--- src/rtl/spur_pkg.sv ---
// Shared constants and types for the scan point uniform resampler.
// No dependencies.
package spur_pkg;

   localparam int MAX_RUN = 64;
   localparam int CNT_W   = $clog2(MAX_RUN + 1);

   localparam logic [23:0] MIN_SPACING_RST = 24'd3277;
   localparam logic [23:0] GAP_LIMIT_RST   = 24'd16384;

   localparam logic REG_MIN_SPACING = 1'b0;
   localparam logic REG_GAP_LIMIT   = 1'b1;

   typedef struct packed {
      logic [31:0] x;
      logic [31:0] y;
      logic        interp;
   } point_type;

endpackage

--- src/rtl/scan_point_uniform_resampler.sv ---
// Top level of the scan point uniform resampler: sequencer around one shared
// multiplier and one shared subtractor (square root and division).
// Depends on spur_pkg.

// A point marked scan_start is taken and passed through.
// Any other point runs segment tests (difference, two squares on the
// shared 32x32 multiplier, then a 33 step bit-serial square root) and, for
// each interpolated point, two 33 step divisions on the shared subtractor.
// The block takes no new beat until every result of the current point has
// gone to the output register, and stalls while that register and the one
// held-back result are both full.
module scan_point_uniform_resampler (
   input  logic        clock,
   input  logic        reset,
   input  logic        req_tvalid,
   output logic        req_tready,
   input  logic [63:0] req_tdata,   // [31:0] point_x, [63:32] point_y
   input  logic        req_tuser,   // [0] scan_start
   output logic        rsp_tvalid,
   input  logic        rsp_tready,
   output logic [63:0] rsp_tdata,   // [31:0] out_x, [63:32] out_y
   output logic [1:0]  rsp_tuser,   // [0] is_interpolated, [1] run_overflow
   output logic        rsp_tlast,   // last_of_run
   input  logic        csr_psel,
   input  logic        csr_penable,
   input  logic        csr_pwrite,
   input  logic [2:0]  csr_paddr,
   input  logic [31:0] csr_pwdata,
   output logic [31:0] csr_prdata,
   output logic        csr_pready
);

   typedef enum logic [3:0] {
      IDLE, DIFF, MUL_X, MUL_Y, SUM, SQRT, DECIDE,
      MUL_D, DIV_INIT, DIV, DIV_DONE, PUSH, FLUSH
   } state_type;

   state_type state_ff;

   logic [23:0] min_sp_ff, gap_ff;
   logic [31:0] cx_ff, cy_ff, px_ff, py_ff;
   logic [23:0] acc_ff;
   logic [31:0] ax_ff, ay_ff;
   logic        dxneg_ff, dyneg_ff, sel_y_ff;
   logic [63:0] prod_ff;
   logic [65:0] rad_ff;
   logic [35:0] rem_ff;
   logic [32:0] root_ff, len_ff;
   logic [5:0]  it_ff;
   logic [23:0] num_ff;
   logic [spur_pkg::CNT_W-1:0] cnt_ff;
   logic        raw_ff, ovf_ff;
   spur_pkg::point_type nr_ff, pend_ff, rsp_ff;
   logic        pend_valid_ff, rsp_valid_ff, rsp_last_ff, rsp_ovf_ff;

   // configuration
   logic cfg_wr;
   assign cfg_wr     = csr_psel && csr_penable && csr_pwrite;
   assign csr_pready = 1'b1;
   always_comb begin
      unique case (csr_paddr[2])
         spur_pkg::REG_MIN_SPACING: csr_prdata = {8'b0, min_sp_ff};
         default:                   csr_prdata = {8'b0, gap_ff};
      endcase
   end

   // shared multiplier
   logic [31:0] mul_a, mul_b;
   always_comb begin
      unique case (state_ff)
         MUL_X:   begin mul_a = ax_ff; mul_b = ax_ff; end
         MUL_Y:   begin mul_a = ay_ff; mul_b = ay_ff; end
         default: begin
            mul_a = sel_y_ff ? ay_ff : ax_ff;
            mul_b = {8'b0, num_ff};
         end
      endcase
   end
   logic [63:0] mul_p;
   assign mul_p = mul_a * mul_b;

   // shared subtractor: square root step or division step
   logic [35:0] sub_a, sub_b;
   logic [36:0] sub_d;
   logic        sub_ge;
   always_comb begin
      if (state_ff == SQRT) begin
         sub_a = {rem_ff[33:0], rad_ff[65:64]};
         sub_b = {1'b0, root_ff, 2'b01};
      end else begin
         sub_a = {rem_ff[34:0], rad_ff[65]};
         sub_b = {3'b0, len_ff};
      end
   end
   assign sub_d  = {1'b0, sub_a} - {1'b0, sub_b};
   assign sub_ge = !sub_d[36];

   logic [32:0] dx_w, dy_w;
   assign dx_w = {cx_ff[31], cx_ff} - {px_ff[31], px_ff};
   assign dy_w = {cy_ff[31], cy_ff} - {py_ff[31], py_ff};

   logic [33:0] sum_w;
   assign sum_w = {10'b0, acc_ff} + {1'b0, root_ff};

   logic [56:0] n_w;
   assign n_w = {1'b0, prod_ff[55:0]} + {25'b0, len_ff[32:1]};

   logic [31:0] base_w;
   logic        neg_w;
   logic [33:0] res_w;
   assign base_w = sel_y_ff ? py_ff : px_ff;
   assign neg_w  = sel_y_ff ? dyneg_ff : dxneg_ff;
   assign res_w  = neg_w ? {{2{base_w[31]}}, base_w} - {1'b0, root_ff}
                         : {{2{base_w[31]}}, base_w} + {1'b0, root_ff};

   logic slot_free;
   assign slot_free = !rsp_valid_ff || rsp_tready;

   logic push_go, rsp_load;
   assign push_go  = slot_free || !pend_valid_ff;
   assign rsp_load = pend_valid_ff && slot_free && (state_ff == PUSH || state_ff == FLUSH);

   always_ff @(posedge clock) begin
      if (reset) begin
         state_ff      <= IDLE;
         min_sp_ff     <= spur_pkg::MIN_SPACING_RST;
         gap_ff        <= spur_pkg::GAP_LIMIT_RST;
         px_ff         <= '0;
         py_ff         <= '0;
         acc_ff        <= '0;
         pend_valid_ff <= 1'b0;
         rsp_valid_ff  <= 1'b0;
         cnt_ff        <= '0;
         sel_y_ff      <= 1'b0;
      end else begin
         if (cfg_wr) begin
            unique case (csr_paddr[2])
               spur_pkg::REG_MIN_SPACING: min_sp_ff <= csr_pwdata[23:0];
               default:                   gap_ff    <= csr_pwdata[23:0];
            endcase
         end
         if (rsp_tready && !rsp_load) rsp_valid_ff <= 1'b0;

         unique case (state_ff)
            IDLE: begin
               if (req_tvalid) begin
                  cx_ff  <= req_tdata[31:0];
                  cy_ff  <= req_tdata[63:32];
                  cnt_ff <= '0;
                  ovf_ff <= 1'b0;
                  if (req_tuser) begin
                     pend_ff       <= '{x: req_tdata[31:0], y: req_tdata[63:32], interp: 1'b0};
                     pend_valid_ff <= 1'b1;
                     px_ff         <= req_tdata[31:0];
                     py_ff         <= req_tdata[63:32];
                     acc_ff        <= '0;
                     state_ff      <= FLUSH;
                  end else begin
                     state_ff <= DIFF;
                  end
               end
            end
            DIFF: begin
               dxneg_ff <= dx_w[32];
               dyneg_ff <= dy_w[32];
               ax_ff    <= dx_w[32] ? 32'(-dx_w) : dx_w[31:0];
               ay_ff    <= dy_w[32] ? 32'(-dy_w) : dy_w[31:0];
               state_ff <= MUL_X;
            end
            MUL_X: begin
               prod_ff  <= mul_p;
               state_ff <= MUL_Y;
            end
            MUL_Y: begin
               rad_ff   <= {2'b0, prod_ff};
               prod_ff  <= mul_p;
               state_ff <= SUM;
            end
            SUM: begin
               rad_ff   <= rad_ff + {2'b0, prod_ff};
               rem_ff   <= '0;
               root_ff  <= '0;
               it_ff    <= 6'd32;
               state_ff <= SQRT;
            end
            SQRT: begin
               rem_ff  <= sub_ge ? sub_d[35:0] : sub_a;
               root_ff <= {root_ff[31:0], sub_ge};
               rad_ff  <= {rad_ff[63:0], 2'b00};
               it_ff   <= it_ff - 6'd1;
               if (it_ff == 6'd0) state_ff <= DECIDE;
            end
            DECIDE: begin
               len_ff <= root_ff;
               num_ff <= (min_sp_ff > acc_ff) ? min_sp_ff - acc_ff : 24'd0;
               if (sum_w < {10'b0, min_sp_ff}) begin
                  acc_ff   <= sum_w[23:0];
                  px_ff    <= cx_ff;
                  py_ff    <= cy_ff;
                  state_ff <= FLUSH;
               end else if (cnt_ff >= spur_pkg::CNT_W'(spur_pkg::MAX_RUN)) begin
                  acc_ff   <= '0;
                  px_ff    <= cx_ff;
                  py_ff    <= cy_ff;
                  ovf_ff   <= 1'b1;
                  state_ff <= FLUSH;
               end else if (sum_w >= {10'b0, gap_ff}) begin
                  acc_ff   <= '0;
                  px_ff    <= cx_ff;
                  py_ff    <= cy_ff;
                  nr_ff    <= '{x: cx_ff, y: cy_ff, interp: 1'b0};
                  raw_ff   <= 1'b1;
                  state_ff <= PUSH;
               end else if (root_ff == '0) begin
                  acc_ff   <= '0;
                  nr_ff    <= '{x: px_ff, y: py_ff, interp: 1'b1};
                  raw_ff   <= 1'b0;
                  state_ff <= PUSH;
               end else begin
                  sel_y_ff <= 1'b0;
                  state_ff <= MUL_D;
               end
            end
            MUL_D: begin
               prod_ff  <= mul_p;
               state_ff <= DIV_INIT;
            end
            DIV_INIT: begin
               rem_ff   <= {12'b0, n_w[56:33]};
               rad_ff   <= {n_w[32:0], 33'b0};
               root_ff  <= '0;
               it_ff    <= 6'd32;
               state_ff <= DIV;
            end
            DIV: begin
               rem_ff  <= sub_ge ? sub_d[35:0] : sub_a;
               root_ff <= {root_ff[31:0], sub_ge};
               rad_ff  <= {rad_ff[64:0], 1'b0};
               it_ff   <= it_ff - 6'd1;
               if (it_ff == 6'd0) state_ff <= DIV_DONE;
            end
            DIV_DONE: begin
               if (!sel_y_ff) begin
                  nr_ff.x  <= res_w[31:0];
                  sel_y_ff <= 1'b1;
                  state_ff <= MUL_D;
               end else begin
                  nr_ff.y      <= res_w[31:0];
                  nr_ff.interp <= 1'b1;
                  px_ff        <= nr_ff.x;
                  py_ff        <= res_w[31:0];
                  acc_ff       <= '0;
                  raw_ff       <= 1'b0;
                  sel_y_ff     <= 1'b0;
                  state_ff     <= PUSH;
               end
            end
            PUSH: begin
               if (push_go) begin
                  if (pend_valid_ff) begin
                     rsp_ff       <= pend_ff;
                     rsp_last_ff  <= 1'b0;
                     rsp_ovf_ff   <= 1'b0;
                     rsp_valid_ff <= 1'b1;
                  end
                  pend_ff       <= nr_ff;
                  pend_valid_ff <= 1'b1;
                  cnt_ff        <= cnt_ff + 1'b1;
                  state_ff      <= raw_ff ? FLUSH : DIFF;
               end
            end
            FLUSH: begin
               if (!pend_valid_ff) begin
                  state_ff <= IDLE;
               end else if (slot_free) begin
                  rsp_ff        <= pend_ff;
                  rsp_last_ff   <= 1'b1;
                  rsp_ovf_ff    <= ovf_ff;
                  rsp_valid_ff  <= 1'b1;
                  pend_valid_ff <= 1'b0;
                  state_ff      <= IDLE;
               end
            end
            default: state_ff <= IDLE;
         endcase
      end
   end

   assign req_tready = (state_ff == IDLE);
   assign rsp_tvalid = rsp_valid_ff;
   assign rsp_tdata  = {rsp_ff.y, rsp_ff.x};
   assign rsp_tuser  = {rsp_ovf_ff, rsp_ff.interp};
   assign rsp_tlast  = rsp_last_ff;

   a_idle_empty: assert property (@(posedge clock) disable iff (reset)
      state_ff == IDLE |-> !pend_valid_ff) else $error("held result in idle");
   a_ovf_last: assert property (@(posedge clock) disable iff (reset)
      rsp_valid_ff && rsp_ovf_ff |-> rsp_last_ff) else $error("overflow not last");
   a_cnt_cap: assert property (@(posedge clock) disable iff (reset)
      cnt_ff <= spur_pkg::CNT_W'(spur_pkg::MAX_RUN)) else $error("run count past cap");
   a_acc_below: assert property (@(posedge clock) disable iff (reset)
      state_ff == SQRT |=> $stable(acc_ff)) else $error("distance moved in root");

endmodule

--- config.mk ---
export PLATFORM = sky130hd
export DESIGN_NAME = scan_point_uniform_resampler
export DESIGN_NICKNAME = d
export VERILOG_FILES = /design/src/rtl/spur_pkg.sv /design/src/rtl/scan_point_uniform_resampler.sv
export SDC_FILE = /design/constraint.sdc
export NUM_CORES = 2
export LEC_CHECK = 0
export BUFFER_PORTS_ARGS = -buffer_cell sky130_fd_sc_hd__buf_2
export CELL_PAD_IN_SITES_DETAIL_PLACEMENT = 1
export CELL_PAD_IN_SITES_GLOBAL_PLACEMENT = 2
export CORE_ASPECT_RATIO = 0.8
export CORE_MARGIN = 2
export CORE_UTILIZATION = 28
export DETAILED_ROUTE_END_ITERATION = 8
export GPL_TIMING_DRIVEN = 0
export PLACE_DENSITY_LB_ADDON = 0.2
export SLEW_MARGIN = 20
export SYNTH_ARGS = -nofsm -noshare
export SYNTH_HDL_FRONTEND = slang
export SYNTH_SLANG_ARGS = --single-unit
--- constraint.sdc ---
create_clock -name clock -period 12.47 [get_ports clock]
set_input_delay 0.6235 -clock clock [delete_from_list [all_inputs] [get_ports clock]]
set_output_delay 0.6235 -clock clock [all_outputs]
set_load 0.03 [all_outputs]
==> flow_summary_export.csv <==
group,metric,value,unit
sta,skew,0.0717,ns
critical_path,path_max_fanout,10,
logic_synthesis,synth_largest_area_cell,"fa_1",
logic_synthesis,postSynth.asyncResetShare,0,%
critical_path,worstSetupStartpointType,"flop",
placement,gp_congestion,0.979,
die,core,290000,um2
sta,period_needed,12.19,ns
status,status,"finished, final reports clean",
die,die-area,295000,um2
sta,hold_violations,0,
sta,max_freq,0.0820,GHz
critical_path,rrSetupSlack,0.28,ns
global_route,grt_usage,26.8,%
cells_and_area,area_growth,12.6,%
logic_synthesis,synthMostInstantiatedCell,"nand2_1",
critical_path,end_kind,"flop",
die,ios,209,
logic_synthesis,yosys-top-cells-area,"fa_1 22%, edfxtp_1 22%, ha_1 9.1%",
routing,ant_nets,0,
sta,tightest_slew,1.30,ns
cells_and_area,nNetsFinal,10900,
placement,placement.io_buffers,188,
clocking,cts_hold_buf,0,
clocking,cts.sinks,740,
placement,dp_slack,-1.80,ns
critical_path,critPathRequiredTime,12.89,ns
sta,rsz0062_at_grt,"no",
logic_synthesis,syn-instance-count,8934,
die,start_util,28.1,%
sta,finalSetupViolations,0,
global_route,antenna_found_initial,45,
global_route,grt_max_degree,51,
global_route,grt_first_pass_wirelength,562000,um
logic_synthesis,synthFlopType,"edfxtp_1",
global_route,grt_pass1_vias,72700,
sta,final.setup.worst_slack,0.282,ns
routing,vias_per_cell,5.32,
logic_synthesis,yosys.cell_types.count,109,
logic_synthesis,synth_edf_count,590,
clocking,cts-root-buf,"clkbuf_16",
logic_synthesis,syn_avg_cell_area,9.11,um2
routing,routed_wirelength,400000,um
hold_path,hold_class,"in2reg",
sta,period_share,97.7,%
global_route,overflow,0,
logic_synthesis,synth_top_area_share,22.2,%
critical_path,arrival,12.61,ns
sta,tns,0,ns
critical_path,path_class,"reg2reg",
hold_path,min_path_cells,1,
clocking,cts.path.max_buffers,3,
clocking,insertion_delay,0.73,ns
critical_path,cpMostUsedCell,"fa_1",
cells_and_area,drive_gt1_share,7.14,%
sta,slew_viol_final,0,
logic_synthesis,netlist_area,81400,um2
run,drv_cap,0,
clocking,cts_htree_levels,3,
clocking,cts.clk_slew.worst_paths,0.07,ns
sta,slew_headroom,13.6,%
die,num_rows,177,
routing,drt_iter0_markers,6151,
logic_synthesis,synth_seq_cells,740,
logic_synthesis,seq_area_frac_synth,25.4,%
routing,dr.pass1.iters,8,
sta,hold_ws,0.118,ns
critical_path,reg2regPathDepth,33,
routing,wl_per_cell,30.3,um
die,die_w,607,um
clocking,numCtsBuffers,85,
critical_path,slowest_stage,"fa_1",
logic_synthesis,synth_commonest_cells,"1203 x nand2_1, 1134 x inv_1, 938 x nor2_1, 904 x fa_1, 591 x ha_1",
routing,drc_errors,0,
die,die_h,486,um
logic_synthesis,yosysWarnings,0,
routing,vias,70200,
critical_path,critical_path.max_stage_delay,0.75,ns
placement,dp_hpwl,337000,um
clocking,cts_tree,"built",
==> worst paths after layout <==
kind                                  from                      end
setup / recovery  state_ff[2]$_SDFFE_PP0P_    prod_ff[55]$_DFFE_PP_
hold / removal               req_tdata[18]      cx_ff[18]$_DFFE_PP_
setup reg to reg  state_ff[2]$_SDFFE_PP0P_    prod_ff[55]$_DFFE_PP_
hold reg to reg      pend_ff[60]$_DFFE_PP_  rsp_tdata[27]$_DFFE_PP_
==> per-stage QoR <==
stage / cells / area (um2) / utilization, %
after detailed placement: 13000 / 88500 / 30.5
final: 13200 / 91600 / 31.6
after global placement: 13000 / 87200 / 30.1
after floorplan: 8941 / 81400 / -
after CTS: 13200 / 91500 / 31.6
after global routing: 13200 / 91600 / 31.6
==> per-layer routing <==
metal	part of all wire (%)	GRT usage (%)
met1	48	39.5
met2	42	39.3
met3	7.4	5.26
met4	3.5	8.07
met5	0.018	0
==> flip-flops by register name (all words and copies together), names as in the netlist, 4 cells and up <==
name and cells:
rad_ff 66, nr_ff 65, pend_ff 65, prod_ff 64, rsp_tdata 64, rem_ff 35
len_ff 33, root_ff 33, ax_ff 32, ay_ff 32, cx_ff 32, cy_ff 32
px_ff 32, py_ff 32, acc_ff 24, gap_ff 24, min_sp_ff 24, num_ff 24
cnt_ff 7, it_ff 6, state_ff 4
==> logic make-up (layout without fill, tap and decap cells) <==
kind of cell / count (synthesis) / in the layout / synth area share [%]
DFF: 740 / 740 / 25.4
xor gates and xnor gates: 384 / 384 / 4.14
AOI/OAI and AO/OA: 1741 / 1741 / 14.2
other: 2 / 20 / 0.00922
adders and majority gates: 1495 / 1495 / 31.3
muxes: 236 / 236 / 2.97
and+or+nand+nor: 2754 / 2754 / 14.6
buffers and inverters: 1582 / 1979 / 7.38
==> layout make-up <==
| type | instances | area, um2 |
|---|---|---|
| flip-flops and latches | 740 | 20700 |
| inverters | 1137 | 4270 |
| repair buffers | 251 | 1870 |
| diodes | 11 | 27.5 |
| clock inverters | 52 | 714 |
| fillers | 33600 | 198000 |
| plain buffers | 433 | 1830 |
| well taps | 3848 | 4810 |
| multi-input cells | 6619 | 55100 |
| clock buffers | 106 | 2280 |
==> repair_timing <==
item,CTS,global route
pin swaps,0,0
setup buffers,0,0
resized for setup,40,76
endpoints found under the setup margin,30,8
cloned,0,0
==> placed cells by master, fill, tap and decap left out, drive strengths merged, types with 67 or more instances in the layout <==
cell / instances
a21o: 224
a21oi: 466
a22oi: 67
buf: 307
clkbuf: 482
dfxtp: 150
edfxtp: 590
fa: 904
ha: 591
inv: 1142
mux2i: 190
nand2: 1203
nand3: 100
nor2: 938
nor3: 84
o21a: 67
o21ai: 336
xnor2: 219
xor2: 165
==> worst max-delay path: cells and delay by family (launching register included) <==
kind                       cells  cell delay (ns)
and+or+nand+nor                7             2.25
buffers and inverters         10             2.46
DFF                            1             0.32
adders and majority gates      9             4.70
muxes                          2             0.76
xor gates and xnor gates       1             0.36
AOI/OAI and AO/OA              4             0.98
Power is left out: the tool's default activity adds up to more than one toggle a clock period on the data nets, which glitch-free logic cannot reach.
